$ cat src/rtl/ajb_pkg.sv
// ----------------------------------------------------------------------------
// ajb_pkg
// Types and constants shared by the jitter buffer controller and datapath.
// ----------------------------------------------------------------------------
`default_nettype none

package ajb_pkg;

	localparam int unsigned LEVEL_W = 12;
	localparam int unsigned DISC_W  = 16;
	localparam int unsigned GAIN_W  = 17;
	localparam int unsigned BLOCK_W = 7;
	localparam int unsigned CFG_IDX_W = 8;

	localparam logic [GAIN_W-1:0] UNITY_GAIN = 17'd65536;

	localparam logic [LEVEL_W-1:0] PRIME_RST  = 12'd480;
	localparam logic [LEVEL_W-1:0] TARGET_RST = 12'd720;
	localparam logic [LEVEL_W-1:0] MAX_RST    = 12'd1440;
	localparam logic [LEVEL_W-1:0] RAMP_RST   = 12'd96;

	localparam logic [CFG_IDX_W-1:0] REG_PRIME  = 8'd0;
	localparam logic [CFG_IDX_W-1:0] REG_TARGET = 8'd1;
	localparam logic [CFG_IDX_W-1:0] REG_MAX    = 8'd2;
	localparam logic [CFG_IDX_W-1:0] REG_RAMP   = 8'd3;

	typedef enum logic [1:0] {
		ACT_WRITE = 2'd0,
		ACT_READ  = 2'd1,
		ACT_PROD  = 2'd2,
		ACT_CONS  = 2'd3
	} action_t;

	typedef enum logic [1:0] {
		EK_ONE  = 2'd0,
		EK_SIL  = 2'd1,
		EK_PROD = 2'd2
	} emit_kind_t;

	typedef struct packed {
		logic       latch;
		logic       decide;
		logic       plan;
		logic       div_step;
		logic       pop_rd;
		logic       mul;
		logic       mul_pop;
		logic       tail_g;
		logic       emit;
		emit_kind_t emit_kind;
	} ajb_cmd_t;

	typedef struct packed {
		action_t action;
		logic    zero_block;
		logic    plan_silent;
		logic    copied_nz;
		logic    div_done;
		logic    pops_left;
		logic    is_last;
		logic    out_free;
	} ajb_status_t;

endpackage

`default_nettype wire

$ cat src/rtl/ajb_ctrl.sv
// ----------------------------------------------------------------------------
// ajb_ctrl
// Sequencer for one item at a time: decode, plan, divide, pop, fade, emit.
// ----------------------------------------------------------------------------
`default_nettype none

module ajb_ctrl (
	input  wire logic                 clk,
	input  wire logic                 arst_n,
	input  wire logic                 in_valid,
	output logic                      in_ready,
	input  wire ajb_pkg::ajb_status_t st,
	output ajb_pkg::ajb_cmd_t         cmd
);

	typedef enum logic [3:0] {
		S_IDLE, S_DECIDE, S_ONE, S_PLAN, S_DIV, S_POP_RD, S_POP_MUL,
		S_TAIL_G, S_TAIL_MUL, S_EMIT, S_SIL
	} state_t;

	state_t state_q;

	assign in_ready = (state_q == S_IDLE);

	always_comb begin
		cmd = '0;
		cmd.emit_kind = ajb_pkg::EK_ONE;
		case (state_q)
			S_IDLE: cmd.latch = in_valid;
			S_DECIDE: cmd.decide = 1'b1;
			S_ONE: begin
				cmd.emit = st.out_free;
				cmd.emit_kind = ajb_pkg::EK_ONE;
			end
			S_PLAN: cmd.plan = 1'b1;
			S_DIV: cmd.div_step = 1'b1;
			S_POP_RD: cmd.pop_rd = 1'b1;
			S_POP_MUL: begin
				cmd.mul = 1'b1;
				cmd.mul_pop = 1'b1;
			end
			S_TAIL_G: cmd.tail_g = 1'b1;
			S_TAIL_MUL: cmd.mul = 1'b1;
			S_EMIT: begin
				cmd.emit = st.out_free;
				cmd.emit_kind = ajb_pkg::EK_PROD;
			end
			S_SIL: begin
				cmd.emit = st.out_free;
				cmd.emit_kind = ajb_pkg::EK_SIL;
			end
			default: cmd = '0;
		endcase
	end

	always_ff @(posedge clk or negedge arst_n) begin
		if (!arst_n) begin
			state_q <= S_IDLE;
		end else begin
			case (state_q)
				S_IDLE: if (in_valid) state_q <= S_DECIDE;
				S_DECIDE: begin
					if (st.action == ajb_pkg::ACT_READ) begin
						state_q <= st.zero_block ? S_IDLE : S_PLAN;
					end else begin
						state_q <= S_ONE;
					end
				end
				S_ONE: if (st.out_free) state_q <= S_IDLE;
				S_PLAN: state_q <= st.plan_silent ? S_SIL : S_DIV;
				S_DIV: begin
					if (st.div_done) begin
						state_q <= st.copied_nz ? S_POP_RD : S_TAIL_G;
					end
				end
				S_POP_RD: state_q <= S_POP_MUL;
				S_POP_MUL: state_q <= S_EMIT;
				S_TAIL_G: state_q <= S_TAIL_MUL;
				S_TAIL_MUL: state_q <= S_EMIT;
				S_EMIT: begin
					if (st.out_free) begin
						if (st.is_last) state_q <= S_IDLE;
						else if (st.pops_left) state_q <= S_POP_RD;
						else state_q <= S_TAIL_G;
					end
				end
				S_SIL: if (st.out_free && st.is_last) state_q <= S_IDLE;
				default: state_q <= S_IDLE;
			endcase
		end
	end

endmodule

`default_nettype wire

$ cat config.mk
export PLATFORM = sky130hd
export DESIGN_NAME = ajb_ctrl
export DESIGN_NICKNAME = d
export VERILOG_FILES = /design/src/rtl/ajb_pkg.sv /design/src/rtl/ajb_ctrl.sv
export SDC_FILE = /design/constraint.sdc
export NUM_CORES = 1
export LEC_CHECK = 0
export ABC_AREA = 1
export CELL_PAD_IN_SITES_DETAIL_PLACEMENT = 1
export CELL_PAD_IN_SITES_GLOBAL_PLACEMENT = 1
export CORE_MARGIN = 2
export CORE_UTILIZATION = 35
export CTS_CLUSTER_SIZE = 16
export DETAILED_ROUTE_END_ITERATION = 12
export DONT_BUFFER_PORTS = 1
export PLACE_DENSITY_LB_ADDON = 0.1
export SYNTH_ARGS = -nofsm -noshare
export SYNTH_HDL_FRONTEND = slang
export SYNTH_SLANG_ARGS = --single-unit
$ cat constraint.sdc
create_clock -name clk -period 1.4 [get_ports clk]
set_clock_uncertainty 0.05 [all_clocks]
set_input_delay 0.35 -clock clk [delete_from_list [all_inputs] [get_ports clk]]
set_output_delay 0.35 -clock clk [all_outputs]
set_load 0.02 [all_outputs]
[Word-level counts from Yosys, hierarchy flattened]
Index checks and enable logic that the tools add are counted.
Storage, ports and cells
  register bits: 4
  bits in latches: 0
  bits in writable memories: 0
  bits in read-only memories: 0
  output and inout port bits: 12
  memories: 0
Operators by class
  add/subtract/negate cells: 0
  multipliers: 0
  divide/modulo/power cells: 0
  $lt $le $gt $ge: 0
  equal/unequal tests: 16
  shift-type cells: 0
  multiplexer cells: 21
  bitwise operators: 0
  reductions and logical operators: 4
Operators by type and width (count)
  $pmux W4 S10: 1
  $mux W4: 6
  $eq A4 B3 Y1 const B: 4
  $eq A4 B4 Y1 const B: 3
  $ne A2 B2 Y1 const B: 5
  $pmux W3 S3: 1
  $eq A4 B2 Y1 const B: 2
  $mux W1: 8
  $mux W2: 4
  $reduce_and A5 Y1: 1
  $eq A4 B1 Y1 const B: 1
  $logic_not A4 Y1: 1
  $mux W3: 1
  $eq A2 B1 Y1 const B: 1
  $reduce_or A2 Y1: 1
  $logic_and A1 B1 Y1: 1

[Depth between registers and ports, before layout]
Gate-level depths: netlist of run 1.
  depth in word-level cells: 4
  gate-level depth with buffers: 10
  mapped depth without buffers: 9

[Worst setup path before layout of run 1]
Ideal clock, no wire load.
  path kind: reg-to-output
  from: register state_q[1]
  to: output cmd[2] in the netlist's numbering
  data arrival time: 1.064 ns
  setup slack: -0.064 ns
  cell stages (with the launch flop): 5
  cells stage by stage: dfrtp_1 buf_4 nor2_2 nand2_1 a21oi_1
RTL lines
  start: declaration: line ajb_ctrl.sv:21  | state_t state_q;
  start signal: assignment: line ajb_ctrl.sv:64  | state_q <= st.zero_block ? S_IDLE : S_PLAN;
  start signal: assignment: line ajb_ctrl.sv:70  | S_PLAN: state_q <= st.plan_silent ? S_SIL : S_DIV;
  start signal: assignment: line ajb_ctrl.sv:73  | state_q <= st.copied_nz ? S_POP_RD : S_TAIL_G;
  end: declaration: line ajb_ctrl.sv:13  | output ajb_pkg::ajb_cmd_t cmd

[Worst setup path in the final report of run 1]
  from: register state_q[1]
  to: output cmd[5] in the netlist's numbering
Between the ends
  cells in the longest elaborated chain, start to end: 3
  elaborated cells on any way between the ends: 4
  those cells by class: eq/ne: 2; mux: 1; reduce/logical: 1
RTL lines
  $eq A4 B4 Y1 or $eq A4 B3 Y1 (tied branches): line ajb_ctrl.sv:28  | case (state_q)
  $reduce_or A2 Y1 (no source line) *
  $mux W1 *: line ajb_ctrl.sv:28
Mark *: on every way between the ends. The rest lies on a longest branch, timed or not.

==> results of run 1 <==
==> metal layers <==
layer | GRT usage (%) | up-vias
met4 | 10.0 | 0
met3 | 4.89 | 2
met2 | 48.0 | 15
li1 | - | 324
met5 | 0 | -
met1 | 28.1 | 294
==> area by class of cell <==
type / instances / area share, %
Timing Repair Buffer: 19 / 20.4
Sequential cell: 4 / 13.4
Inverter: 20 / 11.5
Clock buffer: 3 / 2.88
Multi-Input combinational cell: 68 / 49.4
Tap cell: 15 / 2.40
==> what timing repair did <==
item,CTS,global route
endpoints found under the hold margin,4,0
hold buffers,1,0
pin swaps,8,4
gates resized for setup,28,15
setup buffers,2,3
endpoints found under the setup margin,14,16
==> power breakdown <==
group	switching [W]	leakage [nW]	internal (W)	total (W)
sequential	0.000121	0.0467	0.000174	0.000294
combinational	0.000799	0.387	0.000503	0.00130
clock	0.0000509	0.0138	0.0000961	0.000147
total	0.000970	0.447	0.000772	0.00174
==> worst paths after layout <==
check / from / end / slack, ns / cells after the start
min in group asynchronous: arst_n / state_q[1] / 0.35 / 1
min reg2reg: state_q[3] / state_q[3] / 0.62 / 3
min: st[0] / state_q[0] / 0.26 / 3
max reg2reg: state_q[1] / state_q[1] / -0.09 / 11
max: state_q[1] / cmd[5] / -0.24 / 4
max in group asynchronous: arst_n / state_q[2] / 0.75 / 1
==> logic make-up after synthesis <==
logic type      synth area share [%]
simple gates                    56.8
buf+inv                         17.6
flops                           21.3
compound gates                  4.26
==> per-stage QoR <==
stage	area [sq um]	util, %	hold slack (ns)
floorplan	475	-	0.00441
global placement	584	46.1	0.00453
detailed placement	584	46.1	0.00453
CTS	707	55.7	0.254
global route	783	61.7	0.279
finish	783	61.7	0.256
==> critical path: cells and delay by family, from the launching register on <==
kind | cells | cell delay, ns
buffers and inverters | 1 | 0.14
flip-flops | 1 | 0.49
AO/OA/AOI/OAI | 1 | 0.08
AND/OR/NAND/NOR | 2 | 0.29
==> cells in the mapped netlist, drive strengths merged <==
library cell  instances  area [sq um]
nand4                 1          6.26
nor3b                 1          7.51
buf                   1          7.51
a21oi                 2          10.0
nor2                 18          77.6
nand3                 8          40.0
nand2                36           135
inv                  20          75.1
dfrtp                 4           100
o21ai                 2          10.0
==> flow_summary.toml, run 1 <==
[status]
status = "finished, violations left"
failed_checks = "negative setup slack"

[detailed_routing]
num_vias = 635
wl_per_cell_microns = 15.0
ant_nets = 0
vias_per_cell = 4.92
wl_met2_microns = 1060
wl_met1_microns = 801
drt_iter0_markers = 4
detailroute.wirelength.met3_microns = 53
firstDrtPassIters = 3
top_layer_used = "met4"
wl_microns = 1940
drc_errors = 0

[cts]
clk_latency_ns = 0.24
cts-htree-levels = 1
clk_pin_slew_ns = 0.04
cts_buffer_depth = 2
cts_root_buffer = "clkbuf_4"
cts_made_buffers = 3
clock_sinks = 4
cts_tree = "built"

[layout]
area_growth_pct = 66.9
diodes = 0
regArea_sq_um = 105
final_common_cell = "nand2_1"
largestRegisters = "state_q: 4 flops"
multi_input_area_sq_um = 387
fin_cells = 129
largest_register_ffs = 4
fin_nets = 128
final_cell_mix = "nand2_1, buf_4, inv_1, nor2_1, nor2_4"
regMostFlops = "state_q"
drive_above_1_share_pct = 45.6
nFillCells = 179

[critical_path]
slowest_stage = "dfrtp_2"
cp_cell_sequence = "nor2_4, nand2_1, o21ai_2, buf_6"
critPathLaunchType = "flop"
cp_data_required_time_ns = 1.00
crit_fanout = 8
slowest_delay_ns = 0.49
crit_type = "reg2out"
end_kind = "output port"
cp_data_arrival_time_ns = 1.24

[timing]
fmax_ghz = 0.609
setup_viol = 16
slew_viol_final = 0
slew_headroom_pct = 84.2
setup_tns_ns = -2.57
finalHoldViolCount = 0
fin_ws_ns = -0.241
fin_crit_sh_pct = 117
min_period_ns = 1.64
rsz0062_at_grt = "yes"
worst_pin_slew_ns = 0.237

[floorplan]
ios = 24
fp-row-count = 13
dieArea_sq_um = 1650
initial_core_util_pct = 37.0
fp.dieW_microns = 40.6
coreArea_sq_um = 1270
die_h_microns = 40.6

[power]
vdd_ir_drop_max_uv = 956
power.density_nw_per_um2 = 2220
power_leakage_nw = 0.447
total_power_w = 0.00174

[grt]
grt_pass1_vias = 645
grt_overflow = 0
grt_max_degree = 9
antenna_found_initial = 0
track_usage_pct = 25.7
grt_pass1_wl_microns = 2710

[placed_design]
io_buffer_count = 0
gp_congestion = 0.824
dp_slack_ns = -0.0230
placed_cells = 120
dp_hpwl_microns = 1260

[synthesis]
synth_cell_type_count = 13
yosysWarnings = 0
syn_inst = 93
seq_area_frac_synth_pct = 21.3
syn-num-nets = 105
synth_area_sq_um = 469
syn_avg_cell_area_sq_um = 5.05
ys_ff_latch = 4

[worst_hold_path]
min_path_type = "in2reg"

[job]
cap_violations = 0
No activity file was read; power rests on OpenSTA's default activity.
==> inputs of run 2 (changes only) <==
- ABC_AREA: 1 -> default
- CORE_AREA: default -> 2 2 39 41
- CORE_MARGIN: 2 -> default
- CORE_UTILIZATION: 35 -> default
- DIE_AREA: default -> 0 0 41 43
==> flow_summary.toml, run 2 <==
[synthesis]
synth_commonest_cells = "nor2_1, nor3_1, nand2b_1"
syn_inst = 63
syn-num-nets = 75
synth_edf_count = 0
synth_area_sq_um = 478
ys_ff_latch = 4
synth.top_cell.area_share_pct = 20.9
syn_avg_cell_area_sq_um = 7.59
synthArstFlopShare_pct = 100
synth.area.top_cells = "dfrtp_1, nand2b_1, nor3_1"
synth_cell_type_count = 30
yosysTopAreaCell = "dfrtp_1"
seq_area_frac_synth_pct = 20.9
synthFlopType = "dfrtp_1"
yosysWarnings = 0
yosysMostFrequentCell = "nor2_1"

[cts]
clock_sinks = 4
hold_buffers = 1
post_cts_resize_count = 34
cts_root_buffer = "clkbuf_4"
cts-htree-levels = 1
cts_made_buffers = 3
cts_buffer_depth = 2
post_cts_buffers = 15

[placed_design]
dp_hpwl_microns = 1440
io_buffer_count = 0
gp_congestion = 0.858
dp_slack_ns = -0.311

[status]
lastStage = "clock tree synthesis"
toolErrorMsg = "[ERROR DPL-0033] detailed placement checks failed during check placement."
status = "aborted with a tool error"

[floorplan]
fp.dieW_microns = 41
fp-row-count = 14
initial_core_util_pct = 34.5
ios = 24
die_h_microns = 43
==> run 2: per-stage QoR <==
stage	area [sq um]	std cells
3_3_place_gp	781	103
2_1_floorplan	581	63
3_5_place_dp	781	103
==> run 2: cell families after synthesis <==
group / count (synthesis) / synth area share, %
AO/OA/AOI/OAI: 17 / 26.2
flip-flops: 4 / 20.9
AND/OR/NAND/NOR: 34 / 44.8
buffers and inverters: 8 / 8.12
==> inputs of run 3 (changes only) <==
- CELL_PAD_IN_SITES_DETAIL_PLACEMENT: 1 -> default
- CELL_PAD_IN_SITES_GLOBAL_PLACEMENT: 1 -> default
- CORE_AREA: 2 2 39 41 -> 2 2 63 65
- CTS_CLUSTER_SIZE: 16 -> default
- DIE_AREA: 0 0 41 43 -> 0 0 65 67
- PLACE_DENSITY_LB_ADDON: 0.1 -> 0.15
==> flow_summary.toml, run 3 <==
[cts]
cts_buffer_depth = 2
clk_pin_slew_ns = 0.03
cts_made_buffers = 3
cts_tree = "built"
clk_latency_ns = 0.22
cts_root_buffer = "clkbuf_8"
clock_sinks = 4
cts-htree-levels = 1

[synthesis]
synth_commonest_cells = "nor2_1, nor3_1, nand2b_1"
syn-num-nets = 75
yosysWarnings = 0
syn_inst = 63
synth_cell_type_count = 30
syn_avg_cell_area_sq_um = 7.59
yosysMostFrequentCell = "nor2_1"
synth_edf_count = 0
synth.area.top_cells = "dfrtp_1, nand2b_1, nor3_1"
synth_area_sq_um = 478
seq_area_frac_synth_pct = 20.9
yosysTopAreaCell = "dfrtp_1"
synthFlopType = "dfrtp_1"
synthArstFlopShare_pct = 100
synth.top_cell.area_share_pct = 20.9
ys_ff_latch = 4

[power]
comb_power_share_pct = 75.6
power.density_nw_per_um2 = 1700
power.share.sequential_pct = 11.7
pwr-share-clk_pct = 12.7
power_switching_share_pct = 40.8
internal_power_w = 0.00113
p_sw_w = 0.000781
vdd_ir_drop_max_uv = 418
power_leakage_nw = 0.447
total_power_w = 0.00191

[timing]
slew_viol_final = 0
setup_viol = 16
min_period_ns = 1.73
worst_pin_slew_ns = 0.360
fmax_ghz = 0.578
rsz0062_at_grt = "yes"
slew_headroom_pct = 75.9
fin_crit_sh_pct = 124
fin_ws_ns = -0.329
finalHoldViolCount = 0

[grt]
track_usage_pct = 10.2
antenna_found_initial = 0
grt_pass1_vias = 705
grt_overflow = 0
grt_max_degree = 8
grt_pass1_wl_microns = 3240

[layout]
final_cell_mix = "buf_4, buf_6, nand2b_4, nor2_1, dfrtp_2"
area_growth_pct = 136
nFillCells = 382
multi_input_area_sq_um = 539
final_cell_area_sq_um = 1130
drive_above_1_share_pct = 76.2
fin_nets = 115
largestRegisters = "state_q: 4 flops"
largest_register_ffs = 4
diodes = 0
regArea_sq_um = 105
final_common_cell = "buf_4"
regMostFlops = "state_q"

[critical_path]
slowest_delay_ns = 0.43
cp_data_arrival_time_ns = 1.33
slowest_stage = "dfrtp_2"
cp_cell_sequence = "buf_6, nand2b_4, or2_4, a21oi_4"
end_kind = "output port"
crit_fanout = 5
crit_type = "reg2out"
cp_data_required_time_ns = 1.00
critPathLaunchType = "flop"

[detailed_routing]
drc_errors = 0
firstDrtPassIters = 3
drt_iter0_markers = 9
wl_microns = 1970
vias_per_cell = 4.24
num_vias = 632
wl_per_cell_microns = 13.2
ant_nets = 0

[floorplan]
ios = 24
dieArea_sq_um = 4360
coreArea_sq_um = 3610
initial_core_util_pct = 13.3
fp.dieW_microns = 65
fp-row-count = 22
die_h_microns = 67

[placed_design]
io_buffer_count = 0
gp_congestion = 0.762
dp_hpwl_microns = 1530
placedInstanceArea_sq_um = 801

[worst_hold_path]
min_path_type = "in2reg"

[status]
failed_checks = "negative setup slack"
status = "finished, violations left"

[job]
cap_violations = 0
run 3: cell counts after synthesis:
No cell type changed its count.
run 3: through the flow:
| stage | hold slack (ns) | worst slack (ns) | TNS (ns) | util (%) | cells |
|---|---|---|---|---|---|
| 2_1_floorplan | 0.00441 | -0.226 | -1.24 | - | 63 |
| 3_3_place_gp | 0.00450 | -0.328 | -2.76 | 22.2 | 134 |
| 3_5_place_dp | 0.00453 | -0.251 | -2.82 | 22.2 | 134 |
| 4_1_cts | 0.171 | -0.337 | -4.50 | 28.4 | 148 |
| 5_1_grt | 0.163 | -0.383 | -4.98 | 31.3 | 149 |
| 6_report | 0.169 | -0.329 | -4.05 | 31.3 | 149 |
run 3: critical path, delay by kind of cell (launching register included):
| family | cells | cell delay [ns] |
|---|---|---|
| AO/OA/AOI/OAI | 1 | 0.19 |
| buffers and inverters | 1 | 0.13 |
| AND/OR/NAND/NOR | 2 | 0.36 |
| flip-flops | 1 | 0.43 |
run 3: path summary, 6_finish.rpt:
path / from / end / slack, ns / depth (start not counted)
worst min-delay path: st[0] / state_q[0] / 0.17 / 1
min in group asynchronous: arst_n / state_q[0] / 0.36 / 1
worst min register to register: state_q[2] / state_q[3] / 0.69 / 3
worst max-delay path: state_q[3] / cmd[5] / -0.33 / 4
max in group asynchronous: arst_n / state_q[2] / 0.75 / 1
worst max register to register: state_q[3] / state_q[0] / -0.31 / 5
run 3: what timing repair did:
item,4_1_cts,5_1_grt
hold buffers,1,0
pin swaps,14,4
endpoints found under the hold margin,4,0
cloned,0,0
gates resized for setup,24,24
buffers inserted,10,1
setup endpoints to repair,16,16
run 3: cells by family (layout without fill, tap and decap cells):
| logic type | count (synthesis) | count (layout) | share of synthesized area, % |
|---|---|---|---|
| buffers and inverters | 8 | 46 | 8.12 |
| and+or+nand+nor | 34 | 34 | 44.8 |
| DFF | 4 | 4 | 20.9 |
| AOI/OAI and AO/OA | 17 | 17 | 26.2 |
run 3: power by group through the flow:
stage          combinational, W  clock (W)  sequential [W]
2_1_floorplan          0.000667          0        0.000197
3_3_place_gp            0.00100          0        0.000216
3_5_place_dp           0.000999          0        0.000221
4_1_cts                 0.00129   0.000250        0.000218
5_1_grt                 0.00155   0.000266        0.000233
6_report                0.00145   0.000242        0.000224
run 3: routing by layer:
| metal | GRT usage (%) | vias to the layer above | part of all wire [%] |
|---|---|---|---|
| met5 | 0 | - | 0 |
| li1 | - | 313 | - |
| met3 | 0.845 | 2 | 3.9 |
| met1 | 11.2 | 299 | 40 |
| met2 | 19.1 | 18 | 55 |
| met4 | 5.59 | 0 | 0.96 |
run 3: layout make-up:
cell class	count	area share [%]
multi-input combinational	51	47.8
tap	48	5.32
sequential	4	9.31
clock buffer	3	3.66
inverter	3	1.44
timing repair buffer	40	32.5
